$ cat src/hw/rtl/bca_pkg.sv
package bca_pkg;

   // Request codes carried in the req_type field.
   localparam logic [2:0] REQ_TICK       = 3'd0;
   localparam logic [2:0] REQ_SET_TIME   = 3'd1;
   localparam logic [2:0] REQ_SET_ALARM  = 3'd2;
   localparam logic [2:0] REQ_SNOOZE     = 3'd3;
   localparam logic [2:0] REQ_SHUTDOWN   = 3'd4;

   // Configuration register indexes.
   localparam logic [0:0] CSR_TICKS_PER_SECOND = 1'b0;
   localparam logic [0:0] CSR_ALARM_ENABLE     = 1'b1;

   // Digit limits for the BCD counters.
   localparam logic [4:0] UNITS_WRAP      = 5'd10;
   localparam logic [2:0] TENS_LIMIT_MS   = 3'd6;
   localparam logic [2:0] TENS_LIMIT_HR   = 3'd3;
   localparam logic [3:0] HOUR_TENS_LAST  = 4'd2;
   localparam logic [3:0] HOUR_UNITS_WRAP = 4'd4;

   typedef struct packed {
      logic [2:0]  req_type;
      logic [23:0] value_bcd;
      logic        args_present;
      logic [7:0]  offset_minutes;
   } req_beat_type;

   typedef struct packed {
      logic [23:0] time_bcd;
      logic [23:0] alarm_bcd;
      logic        alarm_match;
      logic        in_alarm;
      logic        time_valid;
      logic        request_ok;
   } rsp_beat_type;

   typedef enum logic [1:0] {
      ST_IDLE,
      ST_EXEC,
      ST_SNOOZE,
      ST_DONE
   } state_type;

   // Increment one BCD digit pair; the units roll at ten and the tens at the limit.
   function automatic logic [7:0] bump_pair(logic [7:0] pair, logic [2:0] tens_limit);
      logic [4:0] units;
      logic [4:0] tens;
      units = {1'b0, pair[3:0]} + 5'd1;
      tens  = {1'b0, pair[7:4]};
      if (units >= UNITS_WRAP) begin
         units = 5'd0;
         tens  = tens + 5'd1;
         if (tens >= {2'b00, tens_limit}) begin
            tens = 5'd0;
         end
      end
      return {tens[3:0], units[3:0]};
   endfunction

endpackage

$ cat src/hw/rtl/bca_bump.sv
module bca_bump (
   input  logic [23:0] value_in,
   input  logic        minutes_only,
   output logic [23:0] value_out
);

   logic [7:0] sec_next;
   logic [7:0] min_next;
   logic [7:0] hr_pair;
   logic [7:0] hr_next;
   logic       min_carry;
   logic       hr_carry;

   // Seconds pair; it carries into the minutes when it returns to 00.
   always_comb begin
      sec_next  = bca_pkg::bump_pair(value_in[7:0], bca_pkg::TENS_LIMIT_MS);
      min_carry = minutes_only || (sec_next == 8'h00);
   end

   // Minutes pair, stepped by a seconds carry or directly.
   always_comb begin
      min_next = min_carry ? bca_pkg::bump_pair(value_in[15:8], bca_pkg::TENS_LIMIT_MS)
                           : value_in[15:8];
      hr_carry = min_carry && (min_next == 8'h00);
   end

   // Hours pair, with the wrap from 23 back to 00.
   always_comb begin
      hr_pair = bca_pkg::bump_pair(value_in[23:16], bca_pkg::TENS_LIMIT_HR);
      if ((hr_pair[7:4] == bca_pkg::HOUR_TENS_LAST) &&
          (hr_pair[3:0] >= bca_pkg::HOUR_UNITS_WRAP)) begin
         hr_next = 8'h00;
      end else begin
         hr_next = hr_pair;
      end
   end

   assign value_out = {hr_carry ? hr_next : value_in[23:16],
                       min_next,
                       minutes_only ? value_in[7:0] : sec_next};

endmodule

$ cat src/hw/rtl/bcd_alarm_clock.sv
// Channel  | Direction | Handshake             | Payload
// req_     | in        | req_valid / req_stall | bca_pkg::req_beat_type
// rsp_     | out       | rsp_valid / rsp_stall | bca_pkg::rsp_beat_type
// csr_     | in        | csr_valid / csr_ready | csr_index, csr_data
//
// A beat goes from accept through an execute state, a state that loads the
// result register and back to idle before the next accept. A snooze adds a
// minute-stepping state, one minute step a cycle through the shared BCD incrementer. The input
// is stalled from accept until the result is loaded into the output register,
// which holds it while rsp_stall is high and so also holds back the next load.
// Reset is synchronous and clears the time, alarm, prescaler and configuration registers.
module bcd_alarm_clock (
   input  logic                  clock,
   input  logic                  reset,
   input  logic                  req_valid,
   output logic                  req_stall,
   input  bca_pkg::req_beat_type req_data,
   output logic                  rsp_valid,
   input  logic                  rsp_stall,
   output bca_pkg::rsp_beat_type rsp_data,
   input  logic                  csr_valid,
   output logic                  csr_ready,
   input  logic [0:0]            csr_index,
   input  logic [7:0]            csr_data
);

   bca_pkg::state_type    state_ff, state_in;
   bca_pkg::req_beat_type req_ff, req_in;
   bca_pkg::rsp_beat_type rsp_data_ff, rsp_data_in;
   logic                  rsp_valid_ff, rsp_valid_in;
   logic [7:0]            tick_cnt_ff, tick_cnt_in;
   logic [23:0]           clock_ff, clock_in;
   logic [23:0]           alarm_ff, alarm_in;
   logic                  latched_ff, latched_in;
   logic                  valid_ff, valid_in;
   logic                  ok_ff, ok_in;
   logic [7:0]            step_cnt_ff, step_cnt_in;
   logic [7:0]            tps_ff, tps_in;
   logic                  enable_ff, enable_in;

   logic [23:0]           bump_value;
   logic                  bump_minutes_only;
   logic [23:0]           bump_result;
   logic [8:0]            tick_sum;
   logic [8:0]            tick_term;
   logic                  alarm_hit;

   // Shared BCD incrementer for clock seconds and snooze minutes.
   bca_bump u_bump (
      .value_in     (bump_value),
      .minutes_only (bump_minutes_only),
      .value_out    (bump_result)
   );

   assign req_stall = (state_ff != bca_pkg::ST_IDLE);
   assign csr_ready = (state_ff == bca_pkg::ST_IDLE);
   assign rsp_valid = rsp_valid_ff;
   assign rsp_data  = rsp_data_ff;

   // Prescaler arithmetic; a terminal count of zero acts as one.
   assign tick_sum  = {1'b0, tick_cnt_ff} + 9'd1;
   assign tick_term = (tps_ff == 8'd0) ? 9'd1 : {1'b0, tps_ff};
   assign alarm_hit = (req_ff.req_type == bca_pkg::REQ_TICK) && enable_ff &&
                      (clock_ff == alarm_ff);

   // Sequencer: next state, datapath updates and result loading.
   always_comb begin
      state_in          = state_ff;
      req_in            = req_ff;
      rsp_data_in       = rsp_data_ff;
      rsp_valid_in      = rsp_valid_ff && rsp_stall;
      tick_cnt_in       = tick_cnt_ff;
      clock_in          = clock_ff;
      alarm_in          = alarm_ff;
      latched_in        = latched_ff;
      valid_in          = valid_ff;
      ok_in             = ok_ff;
      step_cnt_in       = step_cnt_ff;
      tps_in            = tps_ff;
      enable_in         = enable_ff;
      bump_value        = clock_ff;
      bump_minutes_only = 1'b0;

      unique case (state_ff)
         bca_pkg::ST_IDLE: begin
            if (req_valid) begin
               req_in   = req_data;
               state_in = bca_pkg::ST_EXEC;
            end
         end
         bca_pkg::ST_EXEC: begin
            ok_in    = 1'b1;
            state_in = bca_pkg::ST_DONE;
            unique case (req_ff.req_type) inside
               bca_pkg::REQ_TICK: begin
                  if (tick_sum >= tick_term) begin
                     tick_cnt_in = 8'd0;
                     clock_in    = bump_result;
                  end else begin
                     tick_cnt_in = tick_sum[7:0];
                  end
               end
               bca_pkg::REQ_SET_TIME, bca_pkg::REQ_SET_ALARM: begin
                  if (req_ff.args_present) begin
                     if (req_ff.req_type == bca_pkg::REQ_SET_TIME) begin
                        clock_in = req_ff.value_bcd;
                     end else begin
                        alarm_in = req_ff.value_bcd;
                     end
                     valid_in = 1'b1;
                  end else begin
                     valid_in = 1'b0;
                     ok_in    = 1'b0;
                  end
               end
               bca_pkg::REQ_SNOOZE: begin
                  alarm_in    = clock_ff;
                  step_cnt_in = req_ff.offset_minutes;
                  latched_in  = 1'b0;
                  if (req_ff.offset_minutes != 8'd0) begin
                     state_in = bca_pkg::ST_SNOOZE;
                  end
               end
               bca_pkg::REQ_SHUTDOWN: begin
                  latched_in = 1'b0;
               end
               default: begin
               end
            endcase
         end
         bca_pkg::ST_SNOOZE: begin
            // One minute step per cycle until the offset is used up.
            bump_value        = alarm_ff;
            bump_minutes_only = 1'b1;
            alarm_in          = bump_result;
            step_cnt_in       = step_cnt_ff - 8'd1;
            if (step_cnt_ff == 8'd1) begin
               state_in = bca_pkg::ST_DONE;
            end
         end
         bca_pkg::ST_DONE: begin
            if (!rsp_valid_ff || !rsp_stall) begin
               rsp_valid_in            = 1'b1;
               rsp_data_in.time_bcd    = valid_ff ? clock_ff : 24'd0;
               rsp_data_in.alarm_bcd   = alarm_ff;
               rsp_data_in.alarm_match = alarm_hit;
               rsp_data_in.in_alarm    = latched_ff || alarm_hit;
               rsp_data_in.time_valid  = valid_ff;
               rsp_data_in.request_ok  = ok_ff;
               latched_in              = latched_ff || alarm_hit;
               state_in                = bca_pkg::ST_IDLE;
            end
         end
         default: begin
            state_in = bca_pkg::ST_IDLE;
         end
      endcase

      // Register writes are taken only while idle.
      if (csr_valid && csr_ready) begin
         unique case (csr_index)
            bca_pkg::CSR_TICKS_PER_SECOND: tps_in    = csr_data;
            bca_pkg::CSR_ALARM_ENABLE:     enable_in = csr_data[0];
            default: begin
            end
         endcase
      end
   end

   // Control and architectural state.
   always_ff @(posedge clock) begin
      if (reset) begin
         state_ff     <= bca_pkg::ST_IDLE;
         rsp_valid_ff <= 1'b0;
         tick_cnt_ff  <= 8'd0;
         clock_ff     <= 24'd0;
         alarm_ff     <= 24'd0;
         latched_ff   <= 1'b0;
         valid_ff     <= 1'b0;
         tps_ff       <= 8'd0;
         enable_ff    <= 1'b0;
      end else begin
         state_ff     <= state_in;
         rsp_valid_ff <= rsp_valid_in;
         tick_cnt_ff  <= tick_cnt_in;
         clock_ff     <= clock_in;
         alarm_ff     <= alarm_in;
         latched_ff   <= latched_in;
         valid_ff     <= valid_in;
         tps_ff       <= tps_in;
         enable_ff    <= enable_in;
      end
   end

   // Payload registers.
   always_ff @(posedge clock) begin
      req_ff      <= req_in;
      rsp_data_ff <= rsp_data_in;
      ok_ff       <= ok_in;
      step_cnt_ff <= step_cnt_in;
   end

   // An accepted beat blocks the input until its result is loaded.
   a_busy_after_accept: assert property (@(posedge clock) disable iff (reset)
      (req_valid && !req_stall) |=> req_stall)
      else $error("input not stalled after accept");

   // While time_valid is low the time reads as zero.
   a_time_zero: assert property (@(posedge clock) disable iff (reset)
      (rsp_valid && !rsp_data.time_valid) |-> (rsp_data.time_bcd == 24'd0))
      else $error("time shown while not valid");

   // An alarm hit always latches the alarm state.
   a_hit_latches: assert property (@(posedge clock) disable iff (reset)
      (rsp_valid && rsp_data.alarm_match) |-> rsp_data.in_alarm)
      else $error("alarm hit without latched alarm");

   // A failed set request always invalidates the time.
   a_fail_invalid: assert property (@(posedge clock) disable iff (reset)
      (rsp_valid && !rsp_data.request_ok) |-> !rsp_data.time_valid)
      else $error("failed request left time valid");

endmodule

$ cat config.mk
export PLATFORM = sky130hd
export DESIGN_NAME = bcd_alarm_clock
export DESIGN_NICKNAME = d
export VERILOG_FILES = /design/src/hw/rtl/bca_pkg.sv /design/src/hw/rtl/bca_bump.sv /design/src/hw/rtl/bcd_alarm_clock.sv
export SDC_FILE = /design/constraint.sdc
export NUM_CORES = 1
export LEC_CHECK = 0
export BUFFER_PORTS_ARGS = -buffer_cell sky130_fd_sc_hd__buf_2
export CORE_AREA = 3 3 156 158
export CTS_CLUSTER_DIAMETER = 200
export DETAILED_ROUTE_END_ITERATION = 6
export DIE_AREA = 0 0 159 161
export SYNTH_ARGS = -nofsm -noshare
export SYNTH_HDL_FRONTEND = slang
export SYNTH_SLANG_ARGS = --single-unit
$ cat constraint.sdc
create_clock -name clock -period 14.57 [get_ports clock]
set_clock_uncertainty 0.05 [all_clocks]
set_input_delay 1.457 -clock clock [delete_from_list [all_inputs] [get_ports clock]]
set_output_delay 1.457 -clock clock [all_outputs]
set_load 0.02 [all_outputs]
==> results.toml <==
[global_route]
antenna_found_initial = 0
use_met2 = 0.2832
gr-usage-all-layers = 0.1858
grt_use_met1 = 0.2670
grt-busiest-layer = "met2"
grt_max_degree = 69
grt_pass1_vias = 6944
grt_pass1_wl_microns = 38160
grt_overflow = 0
gr-usage-met3 = 0.03591

[synthesis]
yosysTopAreaCell = "edfxtp_1"
synth-compound-area-share = 0.1594
synth_edf_count = 97
synth_nets = 990
synthMuxAreaShare = 0.05953
syn-instance-count = 913
ys_types = 87
yosysSeqAreaShare = 0.4729
synth-async-reset-ratio = 0
avgSynthCellArea_sq_um = 9.992
synthSimpleGateAreaFrac = 0.1905
synth_top_area_frac = 0.3193
synth_area_sq_mm = 0.009122
ys.warnings.count = 0
synth-xor-area-share = 0.04032
ys_ff_latch = 167
synth_top_family_by_area = "simple AND/OR/NAND/NOR gates"
synthTopCellsByArea = "edfxtp_1 (32%), dfxtp_1 (15%), ha_1 (3.7%)"
synth_adder_area_share = 0.03703
synthFlopType = "edfxtp_1"

[outcome]
status = "complete, no violations"

[power_and_ir_drop]
fin_total_pwr_mw = 1.750
power.density_mw_per_mm2 = 166.5
ir_drop_mv = 0.1007
leakagePower_nw = 4.136

[cells_and_area]
mostFrequentLayoutCells = "buf_2 (104), edfxtp_1 (97), nand2_1 (89), nor2_1 (82), dfxtp_1 (70)"
final_area_sq_mm = 0.01051
drive_above_1_share = 0.1952
final_cells = 1323
fin_nets = 1068
area_delta_synth_final_pct = 15.22
antenna_cells = 0
final_common_cell = "buf_2"
fillers = 2266
post-route-util = 0.4519

[worst_setup_path]
worstSetupPathType = "flop to flop"
cp_slowest_stage_delay_ps = 660
r2r-start = "state_ff[0]$_SDFFE_PP0P_"
crit_start = "state_ff[0]$_SDFFE_PP0P_"
crit_path_end = "alarm_ff[19]$_SDFFE_PP0P_"
start_kind = "flop"
reg2reg_slack_ps = 9590
path_delay_family = "compound AO/OA/AOI/OAI gates"
critical_path_arrival_ps = 5270
r2r_end = "alarm_ff[19]$_SDFFE_PP0P_"
reg2reg_depth = 14
crit_buf_inv = 2
crit_path_max_fanout = 58
slowest_stage = "buf_4"
cp.depth = 14
required_ps = 14860
worstPathCellList = "inv_1 > ha_2 > buf_4 > mux2_2 > ha_1 > nor2_1 > a32o_1 > a211oi_4 > nand3_1 > o211ai_2 > and3_1 > nand2_2 > o311a_1 > a211oi_1"
endpoint_kind = "flop"

[timing]
setup_tns_ps = 0
fmax_mhz = 200.9
setup_ws_ps = 9593
timing.hold.ws_ps = 406.4
drv_slew = 0
fin_crit_ps = 4977
finalHoldViolCount = 0
final-setup-viol-count = 0
tightest_slew_ps = 1143
slew_headroom = 0.2380
rsz0062_at_grt = "false"
min_period_over_period = 0.3416

[run]
max_cap_viol_count = 0

[die]
dieHeight_microns = 161
design.portCount = 105
rows = 56
die-area_sq_mm = 0.02560
coreArea_sq_mm = 0.02326
dieWidth_microns = 159
initial_utilization = 0.3922

[place]
hpwlAfterDp_microns = 15870
gp_congestion = 0.8695
place_inst = 1291
portBuffers = 104
placed_area_sq_mm = 0.009887
place_ws_ps = 9640

[route]
dr_total_vias = 7205
drt_iter0_drc = 414
wl_microns = 23700
first_pass_iters = 5
ant_nets = 0
via_per_inst = 5.446
drc_errors = 0
wl_per_cell_microns = 17.92

[clocking]
cts_sinks = 167
htreeDepth = 4
clock_latency_ps = 440
cts_hold_buf = 0
cts_setup_buffers = 0
cts-root-buf = "clkbuf_16"
clock_path_buffers = 2
cts_resized = 0
cts_buffers = 17
cts_tree = "built"
path_clk_slew_ps = 70

[worst_hold_path]
worstHoldStart = "ok_ff$_SDFFCE_PP1P_"
hold_class = "flop to flop"
## synth_stat cells (11+ instances only)
| cell type | instances |
|---|---|
| mux2_2 | 15 |
| nor4_1 | 18 |
| inv_1 | 30 |
| nor2_1 | 82 |
| nand3_1 | 32 |
| xor2_1 | 29 |
| and2_1 | 31 |
| dfxtp_1 | 70 |
| clkbuf_1 | 36 |
| o211ai_1 | 15 |
| a21oi_1 | 54 |
| edfxtp_1 | 97 |
| nand4_1 | 14 |
| nand2_1 | 89 |
| xnor2_1 | 13 |
| nor3_1 | 17 |
| and3_1 | 14 |
| a311oi_1 | 11 |
| a211oi_1 | 12 |
| mux2i_1 | 33 |
| o21ai_0 | 33 |
| ha_1 | 27 |
## worst min path at each step
stage / to / slack [ps] / depth (start not counted)
final: rsp_data[0]$_DFFE_PP_ / 410 / 0
after global routing: rsp_data[0]$_DFFE_PP_ / 410 / 0
after CTS: rsp_data[0]$_DFFE_PP_ / 410 / 0
after detailed placement: rsp_data[0]$_DFFE_PP_ / 370 / 0
after global placement: rsp_data[0]$_DFFE_PP_ / 380 / 0
after floorplan: rsp_data[0]$_DFFE_PP_ / 350 / 0
## metal layers
layer / up-vias / part of all wire / wire [microns]
met2: 254 / 0.43 / 10310
met1: 3393 / 0.49 / 11610
met5: - / 0 / 0
met3: 27 / 0.056 / 1327
li1: 3531 / - / -
met4: 0 / 0.019 / 460
## cell families (layout without fill, tap and decap cells)
logic type	Yosys count	after routing
and+or+nand+nor	340	340
muxes	51	51
adders and majority gates	27	27
xor gates and xnor gates	42	42
AOI/OAI and AO/OA	200	200
buffers and inverters	86	177
DFF	167	167
## final cells by class
type | count | area (sq um) | share of cell area
Sequential cell | 167 | 4314 | 0.4104
Multi-Input combinational cell | 660 | 4462 | 0.4245
Tap cell | 319 | 399.1 | 0.03797
Clock inverter | 14 | 185.2 | 0.01762
Inverter | 31 | 116.4 | 0.01107
Timing Repair Buffer | 114 | 595.6 | 0.05666
Clock buffer | 18 | 439.2 | 0.04178
## registers in the layout, indices dropped and copies added (netlist names)
signal,flops
latched_ff,1
ok_ff,1
valid_ff,1
rsp_data,52
req_ff,36
alarm_ff,24
enable_ff,1
tick_cnt_ff,8
step_cnt_ff,8
tps_ff,8
rsp_valid,1
clock_ff,24
state_ff,2
## where the power goes
group          leakage (nW)  total [mW]  internal [mW]  switching (mW)
Combinational          2.35       0.564          0.201           0.363
Sequential             1.48       0.704          0.604           0.100
Clock                 0.304       0.481          0.279           0.202
No activity file was read; power rests on OpenSTA's default activity.
